<file path="src/rtl/sfa_pkg.sv">
package sfa_pkg;

  localparam int PARTITIONS           = 4;
  localparam int FRAMES_PER_PARTITION = 256;
  localparam int MAX_PROCESSES        = 16;
  localparam int MAX_PAGES            = 32;

  // frame bitmap is kept in rows of ROW_BITS frames
  localparam int ROW_BITS      = 32;
  localparam int ROWS_PER_PART = FRAMES_PER_PARTITION / ROW_BITS;
  localparam int FR_ROWS       = PARTITIONS * ROWS_PER_PART;
  localparam int PART_W        = $clog2(PARTITIONS);
  localparam int FRAME_W       = $clog2(FRAMES_PER_PARTITION);
  localparam int ROW_W         = $clog2(ROWS_PER_PART);
  localparam int BIT_W         = $clog2(ROW_BITS);
  localparam int FRADDR_W      = $clog2(FR_ROWS);
  localparam int SLOT_W        = $clog2(MAX_PROCESSES);
  localparam int PIDX_W        = $clog2(MAX_PAGES);
  localparam int PM_DEPTH      = MAX_PROCESSES * MAX_PAGES;
  localparam int PMADDR_W      = $clog2(PM_DEPTH);
  localparam int CNT_W         = 6;
  localparam int LIM_W         = 9;
  localparam int QDEPTH        = 2;

  localparam logic FUNC_WRITE  = 1'b0;
  localparam logic FUNC_DELETE = 1'b1;

  typedef enum logic [2:0] {
    ST_OK      = 3'd0,
    ST_NOSPACE = 3'd1,
    ST_BADPAGE = 3'd2,
    ST_UNKNOWN = 3'd3,
    ST_FULL    = 3'd4
  } status_t;

  typedef enum logic [2:0] {
    CFG_PAGE_SIZE   = 3'd0,
    CFG_FRAMES      = 3'd1,
    CFG_PARTITIONS  = 3'd2,
    CFG_FIXED_MODE  = 3'd3,
    CFG_FRAME_QUOTA = 3'd4
  } cfg_idx_t;

  typedef struct packed {
    logic [12:0] page_size;
    logic [8:0]  frames_in_use;
    logic [2:0]  partitions_in_use;
    logic        fixed_mode;
    logic [5:0]  frame_quota;
  } cfg_t;

  // classified request handed from front to back
  typedef struct packed {
    logic        func;
    logic [31:0] process_id;
    logic [7:0]  page_number;
    logic [5:0]  need;
    logic        need_big;
  } job_t;

endpackage

</file>
<file path="src/rtl/sfa_fifo.sv">
module sfa_fifo (
  input  logic          clk,
  input  logic          rst,
  input  logic          push,
  input  sfa_pkg::job_t din,
  input  logic          pop,
  output sfa_pkg::job_t dout,
  output logic          nonempty,
  output logic          full
);
  import sfa_pkg::*;

  localparam int PTR_W = $clog2(QDEPTH);

  job_t             mem [QDEPTH];
  logic [PTR_W-1:0] wp;
  logic [PTR_W-1:0] rp;
  logic [PTR_W:0]   count;

  assign dout     = mem[rp];
  assign nonempty = (count != '0);
  assign full     = (count == (PTR_W + 1)'(QDEPTH));

  always_ff @(posedge clk) begin
    if (rst) begin
      wp    <= '0;
      rp    <= '0;
      count <= '0;
    end else begin
      if (push) begin
        mem[wp] <= din;
        wp      <= wp + 1'b1;
      end
      if (pop) begin
        rp <= rp + 1'b1;
      end
      count <= count + (PTR_W + 1)'(push) - (PTR_W + 1)'(pop);
    end
  end

endmodule

</file>
<file path="config.mk">
export PLATFORM = sky130hd
export DESIGN_NAME = sfa_fifo
export DESIGN_NICKNAME = d
export VERILOG_FILES = /design/src/rtl/sfa_pkg.sv /design/src/rtl/sfa_fifo.sv
export SDC_FILE = /design/constraint.sdc
export NUM_CORES = 1
export LEC_CHECK = 0
export BUFFER_PORTS_ARGS = -buffer_cell sky130_fd_sc_hd__buf_2
export CAP_MARGIN = 0
export CELL_PAD_IN_SITES_DETAIL_PLACEMENT = 1
export CELL_PAD_IN_SITES_GLOBAL_PLACEMENT = 1
export CORE_MARGIN = 1.5
export CORE_UTILIZATION = 44
export CTS_CLUSTER_DIAMETER = 150
export CTS_CLUSTER_SIZE = 12
export DETAILED_ROUTE_END_ITERATION = 8
export PLACE_DENSITY_LB_ADDON = 0.12
export SYNTH_ARGS = -nofsm -noshare
export SYNTH_HDL_FRONTEND = slang
export SYNTH_SLANG_ARGS = --single-unit
</file>
<file path="constraint.sdc">
create_clock -name clk -period 5.7 [get_ports clk]
set_clock_uncertainty 0.05 [all_clocks]
set_input_delay 1.14 -clock clk [delete_from_list [all_inputs] [get_ports clk]]
set_output_delay 1.14 -clock clk [all_outputs]
set_load 0.005 [all_outputs]
</file>
==> out/summary.log <==
qor: run_status.run_status finished, final reports clean
qor: global_route.grt_use_total 15.2%
qor: synth.syn_nets 224
qor: global_route.first_global_vias 2091
qor: cells_and_area.fillCellCount 785
qor: setup_path.critical_path.slowest_cell sky130_fd_sc_hd__buf_4
qor: setup_path.worstReg2RegStart wp
qor: synth.mappedNetlistArea 0.00376 sq mm
qor: sta.timing.final.crit_period 3.18 ns
qor: drt.antenna_violating_nets_post_route 0
qor: floorplan.die_w 95.5 um
qor: synth.yosysTopAreaCell sky130_fd_sc_hd__edfxtp_1
qor: clock_tree.cts_tree built
qor: drt.wl 6400 um
qor: min_path.holdPathStages 2
qor: clock_tree.cts-buffers-inserted 9
qor: drt.wl_per_cell 16.4 um
qor: sta.max_slew_margin 55.5%
qor: clock_tree.post-cts-setup-buffer-count 0
qor: setup_path.cp_data_required_time 4.51 ns
qor: synth.synth_area_per_cell 22.1 sq um
qor: synth.ys_top_cells_by_area sky130_fd_sc_hd__edfxtp_1 77%, sky130_fd_sc_hd__mux2_2 8.4%, sky130_fd_sc_hd__mux2_4 8.0%, sky130_fd_sc_hd__dfxtp_1 2.7%, sky130_fd_sc_hd__buf_6 0.90%
qor: job.drv.max_cap_violation_count 0
qor: sta.max_slew.worst_pin.slew 0.667 ns
qor: synth.flops_latches_synth 101
qor: cells_and_area.syn_to_final_growth 21.2%
qor: floorplan.floorplan.die_area 0.00912 sq mm
qor: setup_path.arrival 1.99 ns
qor: drt.drt-pass1-iter-count 4
qor: setup_path.crit_fanout 36
qor: cells_and_area.n_antenna_cell 0
qor: sta.rsz0062_at_grt false
qor: setup_path.timing.critical_path.cells buf_4, mux2_2, buf_2
qor: clock_tree.max-clock-path-buffers 2
qor: synth.netlist-cell-type-count 15
qor: floorplan.floorplan.initialDensity 45.6%
qor: global_route.globalRoute.totalOverflow 0
qor: setup_path.worst-setup-path-type register to primary output
qor: cells_and_area.final_instance_area 0.00456 sq mm
qor: sta.tns 0 ns
qor: setup_path.capture_point_of_the_worst_reg_to_reg_path mem[1][40]
qor: setup_path.critical_path_start_type register
qor: floorplan.coreArea 0.00826 sq mm
qor: global_route.grt_pass1_wl 9960 um
qor: min_path.hold_path.startpoint rp
qor: synth.synth_sequential_area_ratio 79.2%
qor: drt.drt_iter0_drc 33
qor: place.final_weighted_congestion_of_routability_driven_global_placement 0.687
qor: clock_tree.clk-insertion-delay-late 0.35 ns
qor: pwr.ir_worst_vdd 172 uV
qor: min_path.worstHoldPathType register to register
qor: sta.total_count_of_hold_check_failures_in_the_final_report 0
qor: sta.timing.final.setup_violations 0
qor: floorplan.die_height 95.5 um
qor: floorplan.design.portCount 102
qor: drt.drc 0
qor: pwr.standby_leakage_power 1.74 nW
qor: clock_tree.root_buffer sky130_fd_sc_hd__clkbuf_8
qor: floorplan.fp_rows 33
qor: cells_and_area.sequential_cell_area 0.00298 sq mm
qor: place.detailed_place.area 0.00439 sq mm
qor: sta.slew_limit_fails 0
qor: sta.timing.final.crit_share 55.8%
qor: global_route.grt_antenna_before_repair 0
qor: synth.synth.top_cell.area_share 76.6%
qor: global_route.grt_max_degree 49
qor: setup_path.slowest_delay 0.55 ns
qor: pwr.power_per_cell_area 309 mW/mm^2
qor: clock_tree.clock_sink_count 101
qor: cells_and_area.share_of_post_route_cells_with_drive_strength_above_1 59.6%
qor: drt.via_count 1870
qor: clock_tree.ctsHoldBuffers 0
qor: place.placement.io_buffers 101
qor: clock_tree.postCtsResizedCells 0
qor: drt.viasPerCell 4.79
qor: synth.synth_cells 170
qor: cells_and_area.nNetsFinal 334
qor: clock_tree.clock_pin_slew_on_the_worst_setup_and_hold_paths 0.09 ns
qor: sta.maxClockFrequency 0.314 GHz
qor: setup_path.setup.worst_path.end_class primary output
qor: setup_path.r2r_slack 4.15 ns
qor: setup_path.reg2regPathDepth 2
qor: synth.ys.warnings.count 0
qor: place.post_detail_place_hpwl 4170 um
qor: min_path.timing.hold.worst_endpoint rp
qor: cells_and_area.multi_input_area 737 sq um
qor: clock_tree.htree_levels 3
-- metal layers --
layer	vias to the layer above	wire length (um)	share of wire (%)	GRT usage, %
li1	879	-	-	-
met1	915	2530	39	17.0
met2	65	3280	51	26.1
met3	11	451	7.0	5.42
met4	0	142	2.2	6.62
met5	-	0	0	0
-- per-stage QoR --
stage	setup WS (ns)	utilization [%]	power, mW	hold slack [ns]	instances
6_report	2.52	55.3	1.41	0.488	390
2_1_floorplan	0.472	-	0.967	0.430	170
3_3_place_gp	2.87	53.1	1.03	0.445	374
3_5_place_dp	2.86	53.1	1.04	0.453	374
4_1_cts	2.46	55.3	1.43	0.494	390
5_1_grt	2.38	55.3	1.48	0.566	390
-- Yosys cell counts --
| cell type | count |
|---|---|
| sky130_fd_sc_hd__xnor2_1 | 2 |
| sky130_fd_sc_hd__nor2_1 | 4 |
| sky130_fd_sc_hd__ha_1 | 2 |
| sky130_fd_sc_hd__or2_2 | 1 |
| sky130_fd_sc_hd__buf_2 | 2 |
| sky130_fd_sc_hd__inv_1 | 2 |
| sky130_fd_sc_hd__nor2b_1 | 2 |
| sky130_fd_sc_hd__dfxtp_1 | 5 |
| sky130_fd_sc_hd__mux2_4 | 20 |
| sky130_fd_sc_hd__nor3b_1 | 1 |
| sky130_fd_sc_hd__and3b_1 | 1 |
| sky130_fd_sc_hd__mux2_2 | 28 |
| sky130_fd_sc_hd__edfxtp_1 | 96 |
| sky130_fd_sc_hd__buf_6 | 3 |
| sky130_fd_sc_hd__xnor3_1 | 1 |
-- power by group --
group,switching [mW],internal (mW)
registers,0.0127,0.847
logic,0.0660,0.0880
clock network,0.238,0.160
-- cell type report --
type                       count  share of cell area (%)
clock buffer                   9                    2.71
clock inverter                 7                    1.12
inverter                       2                   0.165
multi-input combinational     62                    16.2
sequential                   101                    65.4
tap                          105                    2.88
timing repair buffer         104                    11.6
-- state kept, by name, indices dropped and copies added, names as in the netlist, named ones only --
signal	cells
mem	96
rp	1
count	2
wp	1
-- critical path, delay by kind of cell, from the launching register on --
kind	cells	cell delay [ns]
muxes	1	0.40
DFF	1	0.52
buffers and inverters	2	0.68
-- logic make-up (layout without fill, tap and decap cells) --
family,after synthesis,count (layout),share of synthesized area [%]
XOR/XNOR,3,3,1.06
adder cells (fa/ha/maj),2,2,0.665
buffers and inverters,7,122,1.36
flip-flops,101,101,79.2
multiplexers,48,48,16.4
AND/OR/NAND/NOR,9,9,1.33
-- placed cells by master, fill, tap and decap left out, types with 2 or more instances in the layout --
master and n:
sky130_fd_sc_hd__nor2b_1 2, sky130_fd_sc_hd__edfxtp_1 96, sky130_fd_sc_hd__inv_1 2, sky130_fd_sc_hd__mux2_2 28, sky130_fd_sc_hd__xnor2_1 2, sky130_fd_sc_hd__nor2_1 4
sky130_fd_sc_hd__mux2_4 20, sky130_fd_sc_hd__dfxtp_1 4, sky130_fd_sc_hd__clkinv_1 2, sky130_fd_sc_hd__clkinv_4 2, sky130_fd_sc_hd__buf_4 3, sky130_fd_sc_hd__clkbuf_8 9
sky130_fd_sc_hd__clkinvlp_4 2, sky130_fd_sc_hd__ha_1 2, sky130_fd_sc_hd__buf_2 101
-- how the worst max path moves through the flow --
stage | startpoint | endpoint | slack, ns | cells after the start
5_1_grt | register | dout[10] | 2.38 | 3
3_3_place_gp | register | dout[43] | 2.87 | 3
3_5_place_dp | register | dout[37] | 2.86 | 3
4_1_cts | register | dout[39] | 2.46 | 3
2_1_floorplan | rst | mem[0][0] | 0.47 | 1
6_report | register | dout[10] | 2.52 | 3
(Power assumes the default switching activity.)
