[config.mk]
export PLATFORM = sky130hd
export DESIGN_NAME = sfa_front_flat
export DESIGN_NICKNAME = d
export VERILOG_FILES = /design/src/rtl/sfa_pkg.sv /design/src/rtl/sfa_ifs.sv /design/src/rtl/sfa_front.sv /design/src/flat_wrapper.sv
export SDC_FILE = /design/constraint.sdc
export NUM_CORES = 1
export LEC_CHECK = 0
export ABC_AREA = 1
export BUFFER_PORTS_ARGS = -buffer_cell sky130_fd_sc_hd__buf_4
export CAP_MARGIN = 5
export CELL_PAD_IN_SITES_DETAIL_PLACEMENT = 2
export CELL_PAD_IN_SITES_GLOBAL_PLACEMENT = 2
export CORE_AREA = 2 2 157 159
export CTS_CLUSTER_DIAMETER = 100
export DETAILED_ROUTE_END_ITERATION = 16
export DIE_AREA = 0 0 159 161
export PLACE_DENSITY = 0.82
export SETUP_SLACK_MARGIN = 0.1
export SYNTH_ARGS = -nofsm -noshare
export SYNTH_HDL_FRONTEND = slang
export SYNTH_SLANG_ARGS = --single-unit
[constraint.sdc]
create_clock -name clk -period 4 [get_ports clk]
set_input_delay 0.8 -clock clk [delete_from_list [all_inputs] [get_ports clk]]
set_output_delay 0.8 -clock clk [all_outputs]
set_load 0.005 [all_outputs]
[src/rtl/sfa_pkg.sv]
package sfa_pkg;

  localparam int PARTITIONS           = 4;
  localparam int FRAMES_PER_PARTITION = 256;
  localparam int MAX_PROCESSES        = 16;
  localparam int MAX_PAGES            = 32;

  // frame bitmap is kept in rows of ROW_BITS frames
  localparam int ROW_BITS      = 32;
  localparam int ROWS_PER_PART = FRAMES_PER_PARTITION / ROW_BITS;
  localparam int FR_ROWS       = PARTITIONS * ROWS_PER_PART;
  localparam int PART_W        = $clog2(PARTITIONS);
  localparam int FRAME_W       = $clog2(FRAMES_PER_PARTITION);
  localparam int ROW_W         = $clog2(ROWS_PER_PART);
  localparam int BIT_W         = $clog2(ROW_BITS);
  localparam int FRADDR_W      = $clog2(FR_ROWS);
  localparam int SLOT_W        = $clog2(MAX_PROCESSES);
  localparam int PIDX_W        = $clog2(MAX_PAGES);
  localparam int PM_DEPTH      = MAX_PROCESSES * MAX_PAGES;
  localparam int PMADDR_W      = $clog2(PM_DEPTH);
  localparam int CNT_W         = 6;
  localparam int LIM_W         = 9;
  localparam int QDEPTH        = 2;

  localparam logic FUNC_WRITE  = 1'b0;
  localparam logic FUNC_DELETE = 1'b1;

  typedef enum logic [2:0] {
    ST_OK      = 3'd0,
    ST_NOSPACE = 3'd1,
    ST_BADPAGE = 3'd2,
    ST_UNKNOWN = 3'd3,
    ST_FULL    = 3'd4
  } status_t;

  typedef enum logic [2:0] {
    CFG_PAGE_SIZE   = 3'd0,
    CFG_FRAMES      = 3'd1,
    CFG_PARTITIONS  = 3'd2,
    CFG_FIXED_MODE  = 3'd3,
    CFG_FRAME_QUOTA = 3'd4
  } cfg_idx_t;

  typedef struct packed {
    logic [12:0] page_size;
    logic [8:0]  frames_in_use;
    logic [2:0]  partitions_in_use;
    logic        fixed_mode;
    logic [5:0]  frame_quota;
  } cfg_t;

  // classified request handed from front to back
  typedef struct packed {
    logic        func;
    logic [31:0] process_id;
    logic [7:0]  page_number;
    logic [5:0]  need;
    logic        need_big;
  } job_t;

endpackage

[src/rtl/sfa_ifs.sv]
interface sfa_req_if;
  logic        valid;
  logic        ready;
  logic        func;
  logic [31:0] process_id;
  logic [7:0]  page_number;
  logic [19:0] data_size;
  modport source (output valid, func, process_id, page_number, data_size, input ready);
  modport sink   (input valid, func, process_id, page_number, data_size, output ready);
endinterface


[src/rtl/sfa_front.sv]
module sfa_front (
  input  logic          clk,
  input  logic          rst,
  input  sfa_pkg::cfg_t cfg,
  sfa_req_if.sink       req,
  output sfa_pkg::job_t job,
  output logic          job_push,
  input  logic          job_full
);
  import sfa_pkg::*;

  localparam int NUM_W = 21;
  localparam int DCNT_W = $clog2(NUM_W);

  typedef enum logic [1:0] {F_IDLE, F_DIV, F_PUSH} fstate_t;

  fstate_t           st;
  logic              func;
  logic [31:0]       pid;
  logic [7:0]        page;
  logic [NUM_W-1:0]  num;
  logic [NUM_W-1:0]  quo;
  logic [12:0]       rem;
  logic [12:0]       dvs;
  logic [DCNT_W-1:0] dcnt;
  logic [12:0]       ps;
  logic [13:0]       sh;
  logic              qbit;

  assign ps        = (cfg.page_size == '0) ? 13'd1 : cfg.page_size;
  assign sh        = {rem, num[NUM_W-1]};
  assign qbit      = (sh >= {1'b0, dvs});
  assign req.ready = (st == F_IDLE);
  assign job_push  = (st == F_PUSH) && !job_full;

  always_comb begin
    job.func        = func;
    job.process_id  = pid;
    job.page_number = page;
    job.need_big    = (quo > NUM_W'(MAX_PAGES));
    job.need        = (quo == '0) ? 6'd1 : quo[5:0];
  end

  always_ff @(posedge clk) begin
    if (rst) begin
      st <= F_IDLE;
    end else begin
      unique case (st)
        F_IDLE: begin
          if (req.valid) begin
            func <= req.func;
            pid  <= req.process_id;
            page <= req.page_number;
            // ceil(size / page) as floor((size + page - 1) / page)
            num  <= NUM_W'(req.data_size) + NUM_W'(ps) - NUM_W'(1);
            dvs  <= ps;
            rem  <= '0;
            quo  <= '0;
            dcnt <= '0;
            st   <= F_DIV;
          end
        end
        F_DIV: begin
          rem  <= qbit ? 13'(sh - {1'b0, dvs}) : sh[12:0];
          quo  <= {quo[NUM_W-2:0], qbit};
          num  <= {num[NUM_W-2:0], 1'b0};
          dcnt <= dcnt + 1'b1;
          if (dcnt == DCNT_W'(NUM_W - 1)) begin
            st <= F_PUSH;
          end
        end
        F_PUSH: begin
          if (!job_full) begin
            st <= F_IDLE;
          end
        end
        default: st <= F_IDLE;
      endcase
    end
  end

endmodule

[src/flat_wrapper.sv]
// flat-port wrapper written by rule: the top's interface ports become plain ports
module sfa_front_flat import sfa_pkg::*;
  (clk, rst, cfg, job, job_push, job_full, req_valid, req_func, req_process_id, req_page_number, req_data_size, req_ready);
  sfa_req_if req_i ();
  input  logic clk;
  input  logic rst;
  input  sfa_pkg::cfg_t cfg;
  output sfa_pkg::job_t job;
  output logic job_push;
  input  logic job_full;
  input wire logic [$bits(req_i.valid)-1:0] req_valid;
  input wire logic [$bits(req_i.func)-1:0] req_func;
  input wire logic [$bits(req_i.process_id)-1:0] req_process_id;
  input wire logic [$bits(req_i.page_number)-1:0] req_page_number;
  input wire logic [$bits(req_i.data_size)-1:0] req_data_size;
  output wire logic [$bits(req_i.ready)-1:0] req_ready;
  assign req_i.valid = req_valid;
  assign req_i.func = req_func;
  assign req_i.process_id = req_process_id;
  assign req_i.page_number = req_page_number;
  assign req_i.data_size = req_data_size;
  assign req_ready = req_i.ready;
  sfa_front u_core (.clk(clk), .rst(rst), .cfg(cfg), .req(req_i), .job(job), .job_push(job_push), .job_full(job_full));
endmodule
==> run_results.csv, run 1 <==
group,metric,value,unit
status,status,"completed",
sta,fmax,302,MHz
grt,overflow,0,
cells_and_area,fillers,2729,
clock_tree,h-tree-depth,4,
routing,met2_length,11400,microns
cells_and_area,finalNonFillerCells,1250,
worst_setup_path,start_kind,"primary input",
sta,slew-limit-headroom,49.7,%
placement,dp_cells,1218,
clock_tree,cts_tree,"built",
sta,slew_violations,0,
synthesis,syn_nets,937,
cells_and_area,syn2layout_area_growth,26.8,%
synthesis,ys_seq_elements,116,
grt,grt_max_degree,55,
routing,postRouteAntennaNets,0,
grt,grt_pass1_vias,6299,
routing,wirelength,20500,microns
sta,setup_viol,0,
worst_setup_path,critPathMaxFanout,3,
cells_and_area,final_cell_mix,"nand2_1 (196), inv_1 (161), buf_4 (131)",
routing,highest_layer,"met4",
power_and_ir_drop,sw_frac_of_total,30.5,%
cells_and_area,final_util,36.2,%
grt,grt_antenna_before_repair,0,
clock_tree,cts_buffers,17,
placement,place_congestion,0.797,
worst_setup_path,critPathKind,"primary input to flip-flop",
synthesis,yosys_warnings,0,
placement,port_buffers,127,
synthesis,ys_seq_area_share,50.6,%
floorplan,core,0.0240,sq mm
floorplan,dieWidth,159,microns
power_and_ir_drop,peakVddDrop,0.307,mV
sta,clock_skew,0.0146,ns
clock_tree,postCtsHoldBufs,0,
clock_tree,clkTransAtPathRegs,0.06,ns
routing,wl_per_cell,16.4,microns
power_and_ir_drop,p_leak,4.10,nW
power_and_ir_drop,combPwrFrac,21.5,%
routing,dr.pass1.iters,4,
routing,route.met3.wl,461,microns
flow_run,cap_violations,0,
synthesis,synth_top_area_cell,"edfxtp_1",
hold_path,holdCritPathClass,"flip-flop to flip-flop",
sta,fin_crit,3.31,ns
synthesis,netlist_area,0.00684,sq mm
clock_tree,post_cts_resized,0,
power_and_ir_drop,p_int,0.00263,W
floorplan,num_rows,57,
floorplan,start_util,28.6,%
worst_setup_path,critPathArrivalTime,3.49,ns
worst_setup_path,end_kind,"flip-flop",
sta,post-route-period-util,82.7,%
cells_and_area,drive_above_1_share,21.1,%
power_and_ir_drop,seq_power_share,39.9,%
routing,drt_iter0_drc,220,
floorplan,die_h,161,microns
sta,hold_viol_final,0,
placement,placed_cell_area,0.00811,sq mm
synthesis,synth-main-ff-cell,"edfxtp_1",
floorplan,ios,147,
floorplan,dieArea,0.0256,sq mm
clock_tree,clock_path_buffers,2,
routing,wl_met1,8300,microns
power_and_ir_drop,power_frac_clock,38.6,%
synthesis,synth.avg_cell_area,8.65,sq um
cells_and_area,layout_commonest_cell,"nand2_1",
cells_and_area,design_area,0.00867,sq mm
synthesis,synth_edf_count,114,
sta,worst_slew_pin_slew,0.755,ns
sta,rsz0062_at_grt,"false",
worst_setup_path,cp.required,4.18,ns
placement,dp_hpwl,15800,microns
grt,grt_pass1_wl,33600,microns
synthesis,yosys-top-cells-area,"edfxtp_1 (50%), nand2_1 (11%), inv_1 (8.8%)",
synthesis,yosysUniqueCellTypes,37,
cells_and_area,n_antenna_cell,0,
clock_tree,clk_latency,0.43,ns
routing,vias_per_cell,4.49,
synthesis,yosysTopAreaCellShare,50.0,%
routing,vias,5613,
grt,track_usage,16.8,%
power_and_ir_drop,total_power,0.00379,W
synthesis,synthArstFlopShare,0,%
routing,drc,0,
power_and_ir_drop,p_switching,0.00115,W
clock_tree,clock_sinks,116,
cells_and_area,layout.nets,1059,
sta,fin_setup_tns,0,ns
synthesis,netlist_instances,791,
power_and_ir_drop,powerDensity,437,mW/mm^2
clock_tree,cts-root-buf,"clkbuf_16",
clock_tree,post_cts_buffers,0,
power by group through the flow:
stage,sequential (W),combinational [W],clock [W]
2_1_floorplan,0.00153,0.000530,0
3_3_place_gp,0.00153,0.000771,0
3_5_place_dp,0.00154,0.000816,0
4_1_cts,0.00152,0.000835,0.00149
5_1_grt,0.00152,0.000932,0.00154
6_report,0.00151,0.000813,0.00146
worst paths after layout:
kind | from | to | slack, ns | cells after the start
setup reg to reg | u_core.st[0] | u_core.rem[6] | 1.49 | 6
hold reg to reg | u_core.num[16] | u_core.num[17] | 0.53 | 2
hold / removal | u_core.num[16] | u_core.num[17] | 0.53 | 2
setup / recovery | cfg[26] | u_core.num[13] | 0.69 | 20
final cells by class:
class / instances / area, sq um / area share (%)
Sequential cell: 116 / 3460 / 39.9
Multi-Input combinational cell: 482 / 2640 / 30.4
Timing Repair Buffer: 131 / 983 / 11.3
Inverter: 165 / 621 / 7.16
Clock buffer: 18 / 429 / 4.95
Tap cell: 324 / 405 / 4.67
Clock inverter: 14 / 131 / 1.51
critical path, cell delays in order:
cell and delay (ns):
buf_4 0.13, nor4_1 0.39, nand4_1 0.16, nand2_1 0.12, inv_1 0.05, ha_1 0.17, inv_1 0.06, ha_1 0.24
inv_1 0.08, fa_1 0.40, inv_1 0.11, nand3_1 0.07, nand3_1 0.12, nand2_1 0.07, nand2_1 0.16, nand2_1 0.10
nand2_1 0.08, nand2_1 0.06, nand3_1 0.07, nand2_1 0.05
cell usage after synthesis (2+ instances only):
| master | count |
|---|---|
| nand2_1 | 196 |
| inv_1 | 161 |
| and2_1 | 3 |
| o21bai_1 | 3 |
| nor4_1 | 3 |
| o21ai_0 | 12 |
| nand4_1 | 9 |
| xnor2_1 | 8 |
| a21oi_1 | 20 |
| fa_1 | 2 |
| nand3_1 | 49 |
| ha_1 | 47 |
| nand3b_1 | 5 |
| edfxtp_1 | 114 |
| buf_4 | 3 |
| nor2_1 | 82 |
| nor3_1 | 6 |
| xor2_1 | 7 |
| buf_2 | 2 |
| dfxtp_1 | 2 |
| nand2_2 | 14 |
| nor2_2 | 7 |
| or2_2 | 2 |
| inv_2 | 2 |
| clkbuf_1 | 20 |
cell families (layout without fill, tap and decap cells):
family | after synthesis | in the layout | synth area share [%]
compound gates | 39 | 39 | 3.27
xor+xnor | 15 | 15 | 1.92
fa+ha+maj | 49 | 49 | 9.18
buf+inv | 193 | 328 | 11.2
flops | 116 | 116 | 50.6
simple gates | 379 | 379 | 23.8
layer usage:
metal,vias to the layer above,global-route usage (%)
met5,-,0
met4,0,5.62
met3,24,2.34
met2,77,32.8
met1,2773,18.5
li1,2739,-
flip-flops by register name, summed over array words and instances, names as in the netlist:
signal,count
u_core.page,8
u_core.num,21
u_core.func,1
u_core.st,2
u_core.quo,21
u_core.rem,13
u_core.pid,32
u_core.dcnt,5
u_core.dvs,13
through the flow:
| step | hold slack (ns) | setup slack [ns] |
|---|---|---|
| after floorplan | 0.494 | 0.372 |
| after global placement | 0.509 | 0.543 |
| after detailed placement | 0.519 | 0.339 |
| after CTS | 0.527 | 0.725 |
| after global routing | 0.529 | 0.448 |
| final | 0.530 | 0.692 |
(Power assumes the default switching activity.)
==> run 2: changes to the inputs <==
--- a/config.mk
+++ b/config.mk
@@ -10,11 +10,11 @@
 export CAP_MARGIN = 5
 export CELL_PAD_IN_SITES_DETAIL_PLACEMENT = 2
 export CELL_PAD_IN_SITES_GLOBAL_PLACEMENT = 2
-export CORE_AREA = 2 2 157 159
+export CORE_AREA = 2 2 147 149
 export CTS_CLUSTER_DIAMETER = 100
 export DETAILED_ROUTE_END_ITERATION = 16
-export DIE_AREA = 0 0 159 161
-export PLACE_DENSITY = 0.82
+export DIE_AREA = 0 0 149 151
+export PLACE_DENSITY = 0.88
 export SETUP_SLACK_MARGIN = 0.1
 export SYNTH_ARGS = -nofsm -noshare
 export SYNTH_HDL_FRONTEND = slang
==> constraint.sdc (replaced) <==
create_clock -name clk -period 3.5 [get_ports clk]
set_input_delay 0.7 -clock clk [delete_from_list [all_inputs] [get_ports clk]]
set_output_delay 0.7 -clock clk [all_outputs]
set_load 0.005 [all_outputs]
==> run 2 against run 1 <==
- routed wire length up 27%
- clock power is 32% higher
- clock skew shrank 0.00056 ns
- die area down 12%
- register-to-register slack got worse by 0.56 ns
- final area up 0.68%
- non-clock buffer count is 5 higher
- core utilization rose by 5.7 points
- critical path depth did not move
- flip-flop and latch count did not move
- final cell count shrank 3.4%
- largest cell class unchanged
- largest power group is now clock
==> run_results.csv, run 2 (same netlist as run 1, synthesis figures left out) <==
group,metric,value,unit
sta,hold_viol_final,0,
sta,post-route-period-util,92.6,%
cells_and_area,final_cell_mix,"nand2_1 (195), inv_1 (161), buf_4 (136)",
worst_setup_path,critPathMaxFanout,4,
sta,setup_viol,0,
cells_and_area,layout.nets,1064,
floorplan,dieArea,0.0225,sq mm
clock_tree,cts-root-buf,"clkbuf_16",
routing,postRouteAntennaNets,0,
grt,grt_pass1_wl,39200,microns
clock_tree,clock_path_buffers,2,
floorplan,die_h,151,microns
cells_and_area,top_register,"u_core.pid",
clock_tree,post_cts_buffers,0,
placement,port_buffers,127,
power_and_ir_drop,powerDensity,538,mW/mm^2
cells_and_area,fillers,2328,
cells_and_area,syn2layout_area_growth,27.6,%
routing,wl_per_cell,21.6,microns
clock_tree,cts_buffers,17,
sta,worst_slew_pin_slew,0.881,ns
floorplan,dieWidth,149,microns
sta,hold_slack,0.450,ns
routing,drt_iter0_drc,331,
worst_setup_path,end_kind,"flip-flop",
worst_setup_path,reg2reg_to,"u_core.rem[8]",
cells_and_area,finalNonFillerCells,1207,
sta,rsz0062_at_grt,"false",
routing,wirelength,26000,microns
worst_setup_path,crit_start,"cfg[30]",
floorplan,start_util,32.9,%
routing,drc,0,
worst_setup_path,critPathKind,"primary input to flip-flop",
routing,vias,5911,
hold_path,holdCritPathClass,"primary input to flip-flop",
placement,place_congestion,0.757,
floorplan,ios,147,
floorplan,num_rows,53,
flow_run,cap_violations,0,
grt,grt_max_degree,61,
grt,overflow,0,
worst_setup_path,rr_startpoint,"u_core.num[20]",
worst_setup_path,critPathCapture,"u_core.num[19]",
routing,vias_per_cell,4.90,
sta,slew-limit-headroom,41.2,%
worst_setup_path,start_kind,"primary input",
placement,dp_cells,1174,
cells_and_area,layout_commonest_cell,"nand2_1",
sta,clock_skew,0.0140,ns
grt,track_usage,23.5,%
worst_setup_path,critPathArrivalTime,3.42,ns
clock_tree,clkTransAtPathRegs,0.06,ns
floorplan,core,0.0208,sq mm
worst_setup_path,cp.required,3.68,ns
worst_setup_path,reg2reg_depth,11,
grt,grt_pass1_vias,6767,
clock_tree,clock_sinks,116,
worst_setup_path,reg2reg_slack,0.93,ns
power_and_ir_drop,peakVddDrop,0.279,mV
routing,dr.pass1.iters,4,
placement,dp_hpwl,16900,microns
status,status,"completed",
clock_tree,h-tree-depth,4,
sta,slew_violations,0,
grt,grt_antenna_before_repair,1,
sta,fmax,309,MHz
cells_and_area,largest_reg_flops,32,
cells_and_area,reg_top3,"u_core.pid x32, u_core.num x21, u_core.quo x21",
clock_tree,clk_latency,0.43,ns
power_and_ir_drop,p_leak,4.16,nW
cells_and_area,drive_above_1_share,21.9,%
clock_tree,cts_tree,"built",
sta,fin_crit,3.24,ns
-- run 2: changes by cell type in the layout (fill, tap and decap cells not counted), sizes merged --
| cell | change |
|---|---|
| inv | +1 |
| buf | +5 |
| clkinv | -1 |
| clkinvlp | -3 |
| diode | +1 |
| bufinv | +3 |
-- run 2: critical path, cell delays in order --
cell,delay (ns)
buf_4,0.13
nor4_2,0.28
buf_4,0.16
nand4_1,0.10
nand2_1,0.12
inv_1,0.06
ha_1,0.18
inv_1,0.06
ha_1,0.21
inv_1,0.08
fa_2,0.37
inv_1,0.09
buf_4,0.12
nand3_1,0.09
nand3_1,0.18
nand2_1,0.12
nand2_1,0.11
nand2_1,0.07
nand3_1,0.11
nand2_1,0.07
-- run 2: worst min-delay path by stage --
stage / start / to / slack (ns) / depth (start not counted)
3_5_place_dp: u_core.num[10] / u_core.num[11] / 0.53 / 2
2_1_floorplan: u_core.num[0] / u_core.num[1] / 0.49 / 2
6_report: req_process_id[18] / u_core.pid[18] / 0.45 / 1
5_1_grt: req_process_id[18] / u_core.pid[18] / 0.43 / 1
3_3_place_gp: u_core.num[10] / u_core.num[11] / 0.51 / 2
4_1_cts: req_process_id[18] / u_core.pid[18] / 0.43 / 1
-- run 2: power breakdown --
part,leakage [nW],internal (W),total [W],switching (W)
clock network,0.300,0.00120,0.00193,0.000724
registers,1.09,0.00168,0.00174,0.0000582
logic,2.77,0.000356,0.00103,0.000672
total,4.16,0.00324,0.00469,0.00145
-- run 2: final cells by class --
class                   count  area (sq um)  area share, %
clock inverters            14           200           2.29
diodes                      1          2.50         0.0287
multi-input cells         482          2650           30.4
clock buffers              18           429           4.92
flip-flops and latches    116          3460           39.7
inverters                 165           621           7.11
well taps                 275           344           3.94
repair buffers            136          1020           11.7
-- run 2: routing by layer --
| layer | vias up | routed length (microns) | track usage, % |
|---|---|---|---|
| met5 | - | 0 | 0 |
| li1 | 2751 | - | - |
| met1 | 2959 | 9770 | 25.4 |
| met4 | 0 | 951 | 10.6 |
| met2 | 152 | 14300 | 44.6 |
| met3 | 49 | 975 | 4.46 |
-- run 2: repair_timing --
item | CTS | global route
setup endpoints to repair | 1 | 4
gates resized for setup | 1 | 3
gates cloned | 0 | 0
hold buffers | 0 | 0
pin swaps | 0 | 0
-- run 2: stage by stage --
| step | util [%] | power, W | setup TNS, ns | cell area, sq um | worst slack (ns) |
|---|---|---|---|---|---|
| after floorplan | - | 0.00235 | 0 | 6850 | 0.412 |
| after global placement | 38.8 | 0.00263 | 0 | 8080 | 0.157 |
| after detailed placement | 38.8 | 0.00272 | -0.0408 | 8080 | -0.0297 |
| after CTS | 41.9 | 0.00471 | 0 | 8720 | 0.134 |
| after global routing | 41.9 | 0.00489 | 0 | 8730 | 0.0847 |
| final | 41.9 | 0.00469 | 0 | 8730 | 0.259 |
==> run 3: changes to the inputs <==
--- a/config.mk
+++ b/config.mk
@@ -14,7 +14,7 @@
 export CTS_CLUSTER_DIAMETER = 100
 export DETAILED_ROUTE_END_ITERATION = 16
 export DIE_AREA = 0 0 149 151
-export PLACE_DENSITY = 0.88
+export PLACE_DENSITY = 0.92
 export SETUP_SLACK_MARGIN = 0.1
 export SYNTH_ARGS = -nofsm -noshare
 export SYNTH_HDL_FRONTEND = slang
==> run 3 against run 2 <==
- die area is the same
- flip-flop and latch count stayed put
- final area shrank 0.73%
- final cell count shrank 0.41%
- combinational power about the same
- register-to-register slack better by 0.07 ns
- setup slack better by 0.043 ns
- count of clock-buffer cells in the layout fell by 1
- routed wire length fell by 2.6%
- critical path type unchanged
- largest cell class unchanged
- highest routed layer unchanged
==> run_results.csv, run 3 (same netlist as run 1, synthesis figures left out) <==
group,metric,value,unit
power_and_ir_drop,peakVddDrop,0.342,mV
floorplan,ios,147,
sta,fmax,313,MHz
worst_setup_path,start_kind,"primary input",
routing,met2_length,14100,microns
clock_tree,post_cts_buffers,0,
routing,drt_iter0_drc,277,
sta,fin_crit,3.20,ns
placement,dp_hpwl,17100,microns
routing,route.met3.wl,786,microns
power_and_ir_drop,p_leak,4.13,nW
clock_tree,clkTransAtPathRegs,0.07,ns
sta,rsz0062_at_grt,"false",
clock_tree,clock_path_buffers,2,
cells_and_area,final_cell_mix,"nand2_1 (195), inv_1 (160), buf_4 (131)",
floorplan,die_h,151,microns
cells_and_area,fillers,2381,
clock_tree,clock_sinks,116,
routing,dr.pass1.iters,4,
sta,worst_slew_pin_slew,0.682,ns
clock_tree,clk_latency,0.44,ns
worst_setup_path,end_kind,"flip-flop",
hold_path,holdCritPathClass,"primary input to flip-flop",
clock_tree,cts_tree,"built",
grt,track_usage,23.5,%
sta,setup_viol,0,
worst_setup_path,crit_path_cell_trace,"buf_4 > nor4_2 > nand4_1 > nand2_1 > inv_1 > ha_1 > inv_1 > ha_2 > inv_1 > fa_1 > inv_2 > nand3_1 > nand3_1 > nand2_1 > nand2_2 > nand2_1 > nand2_1 > nand2_1 > nand3_1 > nand2_1",
sta,clock_skew,0.0109,ns
cells_and_area,largest_reg_flops,32,
grt,grt_pass1_vias,6700,
routing,postRouteAntennaNets,0,
sta,hold_viol_final,0,
worst_setup_path,critPathBufInv,5,
cells_and_area,design_area,0.00867,sq mm
cells_and_area,drive_above_1_share,22.0,%
routing,wl_per_cell,21.1,microns
worst_setup_path,critPathMaxFanout,3,
placement,placed_cell_area,0.00807,sq mm
cells_and_area,top_register,"u_core.pid",
floorplan,dieArea,0.0225,sq mm
worst_setup_path,crit_family,"simple AND/OR/NAND/NOR gates",
sta,post-route-period-util,91.4,%
grt,grt_pass1_wl,39100,microns
sta,fin_setup_tns,0,ns
floorplan,start_util,32.9,%
placement,port_buffers,127,
cells_and_area,n_antenna_cell,0,
floorplan,core,0.0208,sq mm
routing,vias,5841,
cells_and_area,reg_top3,"u_core.pid x32, u_core.num x21, u_core.quo x21",
clock_tree,postCtsHoldBufs,0,
routing,drc,0,
grt,grt_max_degree,53,
worst_setup_path,critPathArrivalTime,3.38,ns
worst_setup_path,cp.required,3.68,ns
clock_tree,cts-root-buf,"clkbuf_16",
status,status,"completed",
sta,hold_slack,0.431,ns
worst_setup_path,cp_common_cell,"nand2_1",
clock_tree,h-tree-depth,4,
routing,vias_per_cell,4.86,
flow_run,cap_violations,0,
placement,place_congestion,0.817,
clock_tree,post_cts_resized,0,
cells_and_area,layout_commonest_cell,"nand2_1",
clock_tree,cts_buffers,17,
worst_setup_path,cp_slowest_cell,"fa_1",
power_and_ir_drop,powerDensity,521,mW/mm^2
worst_setup_path,slowest_delay,0.42,ns
sta,slew_violations,0,
floorplan,dieWidth,149,microns
grt,overflow,0,
sta,slew-limit-headroom,54.4,%
grt,grt_antenna_before_repair,0,
floorplan,num_rows,53,
routing,wl_met1,9710,microns
cells_and_area,layout.nets,1060,
routing,highest_layer,"met4",
routing,wirelength,25300,microns
worst_setup_path,critPathKind,"primary input to flip-flop",
cells_and_area,syn2layout_area_growth,26.7,%
==> run 3: cell types whose count changed in the layout (fill, tap and decap cells not counted), moves of 2 or more <==
cell       change
nor4_2         +2
inv_8          +2
buf_4          -5
bufinv_16      -3
clkinv_2       +2
nor4_1         -2
==> run 3: worst paths after layout <==
check / startpoint / end / slack (ns) / cells after the start
setup / recovery: cfg[22] / u_core.num[17] / 0.30 / 20
hold / removal: req_page_number[7] / u_core.page[7] / 0.43 / 1
setup reg to reg: u_core.dvs[2] / u_core.rem[11] / 1.00 / 12
hold reg to reg: u_core.num[14] / u_core.num[15] / 0.54 / 2
==> run 3: through the flow <==
stage                     cells  power (W)  util, %  setup slack [ns]
final                      1202    0.00452     41.6             0.302
after global routing       1202    0.00472     41.6             0.108
after CTS                  1202    0.00455     41.5             0.177
after detailed placement   1170    0.00272     38.8            -0.125
after global placement     1170    0.00262     38.8             0.146
after floorplan             791    0.00235        -             0.412
==> run 3: final cells by class <==
type                       count  area (sq um)  area share, %
clock inverter                15           148           1.70
sequential                   116          3460           40.0
clock buffer                  17           425           4.91
timing repair buffer         132          1000           11.6
inverter                     165           621           7.16
multi-input combinational    482          2660           30.7
tap                          275           344           3.97
==> run 3: layer usage <==
layer	up-vias	track usage [%]
met1	2921	25.1
li1	2748	-
met2	122	45.2
met3	50	4.55
met5	-	0
met4	0	9.10
==> run 3: power by group <==
part           internal [W]  switching (W)
registers           0.00168      0.0000561
clock network      0.000996       0.000768
logic              0.000352       0.000663
total               0.00303        0.00149
